===== src/hw/rtl/tcss_pkg.sv =====
`default_nettype none

package tcss_pkg;

    // default sizes of the block
    localparam int NUM_CITIES_DEF = 16;
    localparam int NUM_ROUTES_DEF = 64;
    localparam int COST_BITS_DEF  = 16;

    // field widths of the channels
    localparam int OPCODE_W   = 3;
    localparam int CITY_W     = 4;
    localparam int DIST_W     = 8;
    localparam int IND_W      = 6;
    localparam int OUT_COST_W = 16;

    // command queue between front and back, depth is a power of two
    localparam int QUEUE_DEPTH = 2;
    localparam int QPTR_W      = $clog2(QUEUE_DEPTH);
    localparam int QCNT_W      = $clog2(QUEUE_DEPTH + 1);

    // opcodes on the request channel
    localparam logic [OPCODE_W-1:0] OP_WR_DIST  = 3'd0;
    localparam logic [OPCODE_W-1:0] OP_WR_CITY  = 3'd1;
    localparam logic [OPCODE_W-1:0] OP_EVAL     = 3'd2;
    localparam logic [OPCODE_W-1:0] OP_RD_BEST  = 3'd3;
    localparam logic [OPCODE_W-1:0] OP_RST_BEST = 3'd4;

    // decoded command kinds
    typedef enum logic [2:0] {
        CMD_WR_DIST  = 3'd0,
        CMD_WR_CITY  = 3'd1,
        CMD_EVAL     = 3'd2,
        CMD_RD_BEST  = 3'd3,
        CMD_RST_BEST = 3'd4
    } cmd_kind_t;

    // one queued command
    typedef struct packed {
        cmd_kind_t           kind;
        logic [CITY_W-1:0]   from_city;
        logic [CITY_W-1:0]   to_city;
        logic [DIST_W-1:0]   distance_value;
        logic [IND_W-1:0]    individual;
        logic [CITY_W-1:0]   position;
        logic [CITY_W-1:0]   city;
        logic [CITY_W-1:0]   swap_first;
        logic [CITY_W-1:0]   swap_second;
        logic                pos_ok;
        logic                swap_ok;
    } cmd_t;

    // queue handshake between front and back
    typedef struct packed {
        logic full;
        logic empty;
    } queue_status_t;

endpackage

`default_nettype wire


===== src/hw/rtl/tcss_queue.sv =====
`default_nettype none

module tcss_queue import tcss_pkg::*; (
    input  logic          clk,
    input  logic          rst_n,
    input  logic          push,
    input  cmd_t          push_cmd,
    input  logic          pop,
    output cmd_t          pop_cmd,
    output queue_status_t status
);

    localparam logic [QPTR_W-1:0] LAST_PTR = QPTR_W'(QUEUE_DEPTH - 1);
    localparam logic [QCNT_W-1:0] FULL_CNT = QCNT_W'(QUEUE_DEPTH);

    cmd_t              entry_reg [QUEUE_DEPTH];
    logic [QPTR_W-1:0] wr_ptr_reg;
    logic [QPTR_W-1:0] wr_ptr_next;
    logic [QPTR_W-1:0] rd_ptr_reg;
    logic [QPTR_W-1:0] rd_ptr_next;
    logic [QCNT_W-1:0] count_reg;
    logic [QCNT_W-1:0] count_next;
    logic              do_push;
    logic              do_pop;

    assign status.full  = (count_reg == FULL_CNT);
    assign status.empty = (count_reg == '0);
    assign do_push      = push && !status.full;
    assign do_pop       = pop && !status.empty;
    assign pop_cmd      = entry_reg[rd_ptr_reg];

    // pointer and fill count update
    always_comb
    begin
        wr_ptr_next = wr_ptr_reg;
        rd_ptr_next = rd_ptr_reg;
        count_next  = count_reg;
        if (do_push)
        begin
            wr_ptr_next = (wr_ptr_reg == LAST_PTR) ? '0 : wr_ptr_reg + 1'b1;
        end
        if (do_pop)
        begin
            rd_ptr_next = (rd_ptr_reg == LAST_PTR) ? '0 : rd_ptr_reg + 1'b1;
        end
        if (do_push && !do_pop)
        begin
            count_next = count_reg + 1'b1;
        end
        else if (do_pop && !do_push)
        begin
            count_next = count_reg - 1'b1;
        end
    end

    always_ff @(posedge clk or negedge rst_n)
    begin
        if (!rst_n)
        begin
            wr_ptr_reg <= '0;
            rd_ptr_reg <= '0;
            count_reg  <= '0;
        end
        else
        begin
            wr_ptr_reg <= wr_ptr_next;
            rd_ptr_reg <= rd_ptr_next;
            count_reg  <= count_next;
        end
    end

    // entry storage
    always_ff @(posedge clk)
    begin
        if (do_push)
        begin
            entry_reg[wr_ptr_reg] <= push_cmd;
        end
    end

endmodule

`default_nettype wire


===== config.mk =====
export PLATFORM = sky130hd
export DESIGN_NAME = tcss_queue
export DESIGN_NICKNAME = d
export VERILOG_FILES = /design/src/hw/rtl/tcss_pkg.sv /design/src/hw/rtl/tcss_queue.sv
export SDC_FILE = /design/constraint.sdc
export NUM_CORES = 1
export LEC_CHECK = 0
export BUFFER_PORTS_ARGS = -buffer_cell sky130_fd_sc_hd__buf_4
export CORE_MARGIN = 2
export CORE_UTILIZATION = 29
export DETAILED_ROUTE_END_ITERATION = 10
export PLACE_DENSITY_LB_ADDON = 0.2
export RECOVER_POWER = 50
export SKIP_LAST_GASP = 1
export SLEW_MARGIN = 15
export SYNTH_ARGS = -nofsm -noshare
export SYNTH_HDL_FRONTEND = slang
export SYNTH_SLANG_ARGS = --single-unit

===== constraint.sdc =====
create_clock -name clk -period 2.95 [get_ports clk]
set_input_delay 0.1475 -clock clk [delete_from_list [all_inputs] [get_ports clk]]
set_output_delay 0.1475 -clock clk [all_outputs]
set_load 0.005 [all_outputs]

* After elaboration in Yosys (flattened, before gate mapping)
Memory sizes are Yosys's and may differ from the RTL's.
Index checks and enable logic that the tools add are counted.
** Word-level totals
- Input bits :: 47
- ROM bits :: 0
- Memories :: 1
- Bits in writable memories :: 86
- Latch bits :: 0
- Output and inout bits :: 45
- Register bits after elaboration :: 4
- Logic and storage cells :: 25
** Memory list
- entry_reg :: words 2, bits a word 43, read ports 1, clocked after Yosys merged registers in 0, write ports 1, RTL line tcss_queue.sv:16 : cmd_t entry_reg [QUEUE_DEPTH];
** Operators by class
- Divide/modulo/power cells :: 0
- Equality and inequality tests :: 1
- Reduce and logical (&&, ||, !) cells :: 10
- Shift operators :: 0
- Multiply operators :: 0
- Multiplexer cells :: 6
- Order comparisons :: 0
- Bitwise logic cells :: 0
- Add/sub/neg operators :: 4
** Operator list (count)
- 1-bit logical AND :: 4
- 1-bit logical NOT :: 4
- 1-bit two-way mux :: 4
- 2-bit two-way mux :: 2
- 1-bit adder (second input constant) :: 2
- 2-bit by 1-bit adder with 2-bit output (second input constant) :: 1
- 2-bit equality test (second input constant) :: 1
- 2-bit logical NOT :: 1
- 2-bit nonzero test :: 1
- 2-bit by 1-bit subtractor with 2-bit output (second input constant) :: 1

* Depth between registers and ports, before layout
Gate-level depths: netlist (run 1).
- Depth after elaboration :: 7
- Mapped depth :: 7
- Gate-level depth less buffers :: 7

* Least setup slack after synthesis (run 1)
Ideal clock, no wire load.
- Path kind :: reg-to-reg
- From :: register count_reg[0]
- To :: memory entry_reg[0][0] (netlist bit), enable pin
- Setup slack :: 49 ps
- Arrival time :: 2458 ps
- Stages on the path, launching flop included :: 4
- Data required time :: 2507 ps
- Clock period less this slack :: 2901 ps
- Path buffers :: 0
- Setup time :: 443 ps
- Cells stage by stage :: dfrtp_1 nand2b_1 nand2_1 nor2_1
** Between the ends
- Longest elaborated chain between the ends :: 5
** Ends and longest elaborated chain
- start: declaration :: RTL line tcss_queue.sv:21 : logic [QCNT_W-1:0] count_reg;
- start signal: assignment :: RTL line tcss_queue.sv:68 : count_reg <= count_next;
- 2-bit equality test :: RTL line tcss_queue.sv:26 : assign status.full = (count_reg == FULL_CNT);
- 1-bit logical NOT :: RTL line tcss_queue.sv:28 : assign do_push = push && !status.full;
- 1-bit logical AND :: RTL line tcss_queue.sv:28
- 1-bit two-way mux :: RTL line tcss_queue.sv:75 : if (do_push)
- 1-bit two-way mux (not written as such) :: RTL line tcss_queue.sv:77 : entry_reg[wr_ptr_reg] <= push_cmd;
- end: declaration :: RTL line tcss_queue.sv:16
No other way between the ends.

==> run metrics, run 1 <==
final hold vios 0; number of global-route vias before repair 1965; clk buf depth 2; pwr dens about 900 nW/um^2; drt pass-1 iters 4; antenna violations before repair 0; mean routed wirelength per cell 14.1 um; Inserted Clock Buffers 9; Post-Syn Area 3500 sq um; slew margin rel. 0.208; Via Count ~1800; post-CTS setup buffers 0; CP arrival 1.92 ns; clock skew 0.00565 ns; max FFs per register 86; RSZ-0062 raised after global routing no; Slew Limit Fails 0; antenna cells 0; flop-to-flop setup slack slightly below 0.9 ns; initial drt markers 53; Lkg Pwr 1.95 nW; #FFs+latches synth 90; GR Overflow Total 0; minimum clock period 2.07 ns; gp weighted congestion roughly 0.66; VDD IR max 501 uV; GRT Overall Usage 0.104; WHS between 0.15 and 0.2 ns; Avg Vias per Cell 4.09; io pins 92; crit-path max cell delay just under 0.8 ns; clock-pin slew on the worst setup and hold paths 0.06 ns; post-synthesis cell count around 150; pin count of the biggest net entering global routing 44; pin slew with the least headroom to its limit about 1.2 ns; CTS tree yes; Tot Pwr 0.00434 W; pre-CTS WS 1.18 ns; num rows 40; share of layout cells above drive strength 1 0.462; CP Capture Type output pin; core area 11900 sq um; critical path's top delay family flip-flops; Remaining DRCs 0; Final HPWL DP between 3000 and 4000 um; Syn. warnings 0; status finished, final reports clean; Crit Path Max Fanout 26; post-synth cell types 15; Crit Path Class flip-flop to output pin; P&R area growth vs syn 41.7%; CP startpoint kind flip-flop; worst-path cell chain buf_12, mux2_2, buf_4; Clk Latency, worst-skew pair 0.33 ns; CP required 2.80 ns; DRT antenna net count 0; CTS root buffer clkbuf_16; Final nets approximately 350; Bufs and invs on worst path 2; H-tree levels 3; I/O Buffers 91; register area share after synthesis 0.766; Hold Crit Class primary input to flip-flop; Routed WL 6320 um; Slowest-stage cell, CP dfrtp_2; Initial Util 0.294; die span in y 114 um; first-pass GRT wire length around 10000 um; final worst-path setup slack 0.884 ns; final setup fails 0; die width 114 um; die area around 13000 sq um; Setup TNS 0 ns; Layout Utilization 0.416; synthesized area per cell 22.9 sq um; Final period util 0.700; Syn Nets 201; max frequency 0.484 GHz; max-cap violation count 0; clock tree sinks 90
==> power breakdown <==
part / internal, W / switching [W] / total (W)
clock: 0.000559 / 0.000416 / 0.000976
combinational: 0.000892 / 0.000548 / 0.00144
sequential: 0.00176 / 0.000161 / 0.00192
total: 0.00321 / 0.00113 / 0.00434
==> worst min-delay path: cells and delay by family <==
family / cells / cell delay [ns]
xor gates and xnor gates: 1 / 0.14
AOI/OAI and AO/OA: 1 / 0.09
buffers and inverters: 1 / 0.08
==> cells in the mapped netlist (all sizes together) <==
cell | n | share of area
and3 | 1 | 0.0018
buf | 5 | 0.026
dfrtp | 4 | 0.029
edfxtp | 86 | 0.74
ha | 1 | 0.0036
inv | 2 | 0.0021
mux2 | 43 | 0.18
nand2 | 1 | 0.0011
nand2b | 1 | 0.0018
nor2 | 3 | 0.0032
o21ai | 1 | 0.0014
xnor2 | 3 | 0.0075
xor2 | 2 | 0.0050
==> path summary, 6_finish.rpt <==
kind | depth (start not counted) | to | startpoint
max | 3 | pop_cmd[25] | rd_ptr_reg
min | 3 | rd_ptr_reg | pop
max reg2reg | 3 | entry_reg[1][20] | count_reg[0]
min reg2reg | 1 | count_reg[1] | count_reg[1]
max in group asynchronous | 2 | rd_ptr_reg | rst_n
min in group asynchronous | 2 | wr_ptr_reg | rst_n
==> layout make-up <==
class	count	area [sq um]
timing repair buffer	138	1100
tap	147	184
fill	1124	6950
multi-input combinational	56	728
clock buffer	11	233
inverter	2	7.51
clock inverter	4	20.0
sequential	90	2680
==> cells by family (layout without fill, tap and decap cells) <==
family	count (synthesis)	in the layout	synth area share
flops	90	90	0.766
mux	43	43	0.180
buf+inv	7	155	0.0282
simple gates	6	6	0.00786
xor+xnor	5	5	0.0125
fa+ha+maj	1	1	0.00357
compound gates	1	1	0.00143
==> layer usage <==
metal | track usage | share of wire | wire, um
met1 | 0.130 | 0.45 | 2820
met2 | 0.162 | 0.49 | 3080
met3 | 0.0319 | 0.055 | 346
met4 | 0.0561 | 0.013 | 80
met5 | 0 | 0 | 0
==> metrics by stage <==
stage | cell area (sq um) | cells
after floorplan | 3500 | 153
final | 4960 | 448
after global routing | 4960 | 448
after CTS | 5000 | 447
after global placement | 4320 | 389
after detailed placement | 4320 | 389
==> placed cells by master (no fill, tap or decap) <==
cell           count
and3_2             1
buf_12             1
buf_4             46
clkbuf_1          16
clkbuf_16          9
clkbuf_2           1
clkbuf_4          32
clkinv_2           4
dfrtp_1            3
dfrtp_2            1
dlygate4sd3_1     44
edfxtp_1          86
ha_1               1
inv_1              2
mux2_2             4
mux2_4            39
nand2_1            1
nand2b_1           1
nor2_1             2
nor2_4             1
o21ai_1            1
xnor2_1            3
xor2_1             2
==> what timing repair did <==
action,4_1_cts,5_1_grt
hold endpoints to repair,88,2
gates resized for setup,0,0
hold buffers,43,1
Note: power is estimated with default switching activity, not from simulation.
==> run 2, diff against run 1 <==
- clock period: 2.95 -> 1.7 ns (I/O delays scaled with it)
==> run 2 against run 1 <==
Design area grew 1.4%. Die area unchanged. Combinational power grew 90%. Critical path depth is the same. Final cell count rose by 1.1%. Count of clock-buffer cells in the layout fell by 1. Wire length grew 0.43%. Worst setup slack worse by 0.79 ns. Utilization increased by 0.58 points. Hold slack lost 0.067 ns. Non-clock buffer count grew 4. Register-to-register slack worse by 0.76 ns. Critical path type unchanged.
==> run metrics, run 2 (synthesized netlist as in run 1, its figures left out) <==
Initial Util 0.294; Crit Path Class flip-flop to output pin; clock tree sinks 90; cell internal pwr 0.00567 W; Hold Crit Class primary input to flip-flop; Crit Path Max Fanout 15; post-CTS sizing 0; Inserted Clock Buffers 9; H-tree levels 3; antenna violations before repair 0; max frequency slightly above 0.6 GHz; GR Overflow Total 0; die width 114 um; CP arrival 1.52 ns; CTS tree yes; P&R area growth vs syn 43.6%; I/O Buffers 91; max FFs per register 86; Avg Vias per Cell 4.08; clock-pin slew on the worst setup and hold paths 0.06 ns; minimum clock period 1.61 ns; antenna cells 0; Fillers 1091; switch share 0.267; io pins 92; Final nets 349; Routed WL roughly 6400 um; CP Capture Type output pin; commonest non-fill, non-tap cells in the layout edfxtp_1, buf_4, dlygate4sd3_1; pre-CTS WS 0.272 ns; DRT antenna net count 0; pin count of the biggest net entering global routing 31; Via Count 1850; Layout Utilization 0.422; final hold vios 0; status finished, final reports clean; CP required 1.62 ns; share of layout cells above drive strength 1 0.464; drt pass-1 iters 4; Final period util 0.947; slew margin rel. 0.807; Switching Power 0.00206 W; post-CTS setup buffers 0; Comb power frac 0.355; Clk network pwr share 0.231; pwr dens 1540 nW/um^2; die span in y 114 um; Slew Limit Fails 0; Post-Place Cell Area around 4400 sq um; max-cap violation count 0; core area 11900 sq um; num rows 40; Multi-input gate area 728 sq um; clock skew 0.00612 ns; die area 13000 sq um; Final HPWL DP approximately 4200 um; initial drt markers 23; finished layout cell area 5030 sq um; pin slew with the least headroom to its limit 0.290 ns; first-pass GRT wire length ~9700 um; number of global-route vias before repair about 2000; Post-Layout Cell Count 453; RSZ-0062 raised after global routing no; CP startpoint kind flip-flop; CTS root buffer clkbuf_16; Clk Latency, worst-skew pair 0.33 ns; VDD IR max 625 uV; final worst-path setup slack 0.0907 ns; clk buf depth 2; mean routed wirelength per cell 14.0 um; Lkg Pwr a little under 2 nW; share of power burned in registers 0.414; commonest non-fill, non-tap cell in the layout edfxtp_1; GRT Overall Usage 0.100; Setup TNS 0 ns; final setup fails 0; gp weighted congestion 0.674; Remaining DRCs 0; Placed Cells incl. Taps 393; Seq. cell area 2680 sq um
run 2: through the flow:
step | hold slack (ns) | total power [W]
CTS | 0.0392 | 0.00797
global placement | -0.111 | 0.00605
global route | 0.107 | 0.00816
floorplan | -0.211 | 0.00494
detailed placement | -0.109 | 0.00606
finish | 0.0887 | 0.00773
run 2: repair_timing:
action | 4_1_cts | 5_1_grt
hold endpoints to repair | 90 | 0
endpoints found under the setup margin | 0 | 0
hold buffers | 44 | 0
run 2: routing by layer:
metal | global-route usage | wire length, um
met1 | 0.114 | 2790
met2 | 0.176 | 3070
met3 | 0.0404 | 450
met4 | 0.0268 | 37
met5 | 0 | 0
run 2: critical path, stage by stage, from the launching register on:
cell and delay [ns]:
dfrtp_2 0.39, buf_4 0.29, mux2_2 0.38, buf_4 0.14
run 2: final cells by class:
type                            count  share of cell area
Clock buffer                       10              0.0455
Clock inverter                      6             0.00846
Inverter                            2             0.00149
Multi-Input combinational cell     56               0.145
Sequential cell                    90               0.534
Tap cell                          147              0.0366
Timing Repair Buffer              142               0.229
run 2: power groups by stage:
stage | registers [W] | logic, W | clock network, W
2_1_floorplan | 0.00321 | 0.00173 | 0
3_3_place_gp | 0.00324 | 0.00281 | 0
3_5_place_dp | 0.00326 | 0.00281 | 0
4_1_cts | 0.00321 | 0.00290 | 0.00185
5_1_grt | 0.00325 | 0.00297 | 0.00194
6_report | 0.00320 | 0.00274 | 0.00179
run 2: path summary, 6_finish.rpt:
| check | cells after the start | slack (ns) | from | to |
|---|---|---|---|---|
| setup reg to reg | 4 | 0.13 | count_reg[0] | entry_reg[0][18] |
| setup / recovery | 3 | 0.09 | rd_ptr_reg | pop_cmd[21] |
| min in group asynchronous | 2 | 0.13 | rst_n | count_reg[1] |
| max in group asynchronous | 2 | 1.32 | rst_n | rd_ptr_reg |
| hold reg to reg | 1 | 0.53 | count_reg[1] | count_reg[1] |
| hold / removal | 3 | 0.09 | pop | rd_ptr_reg |
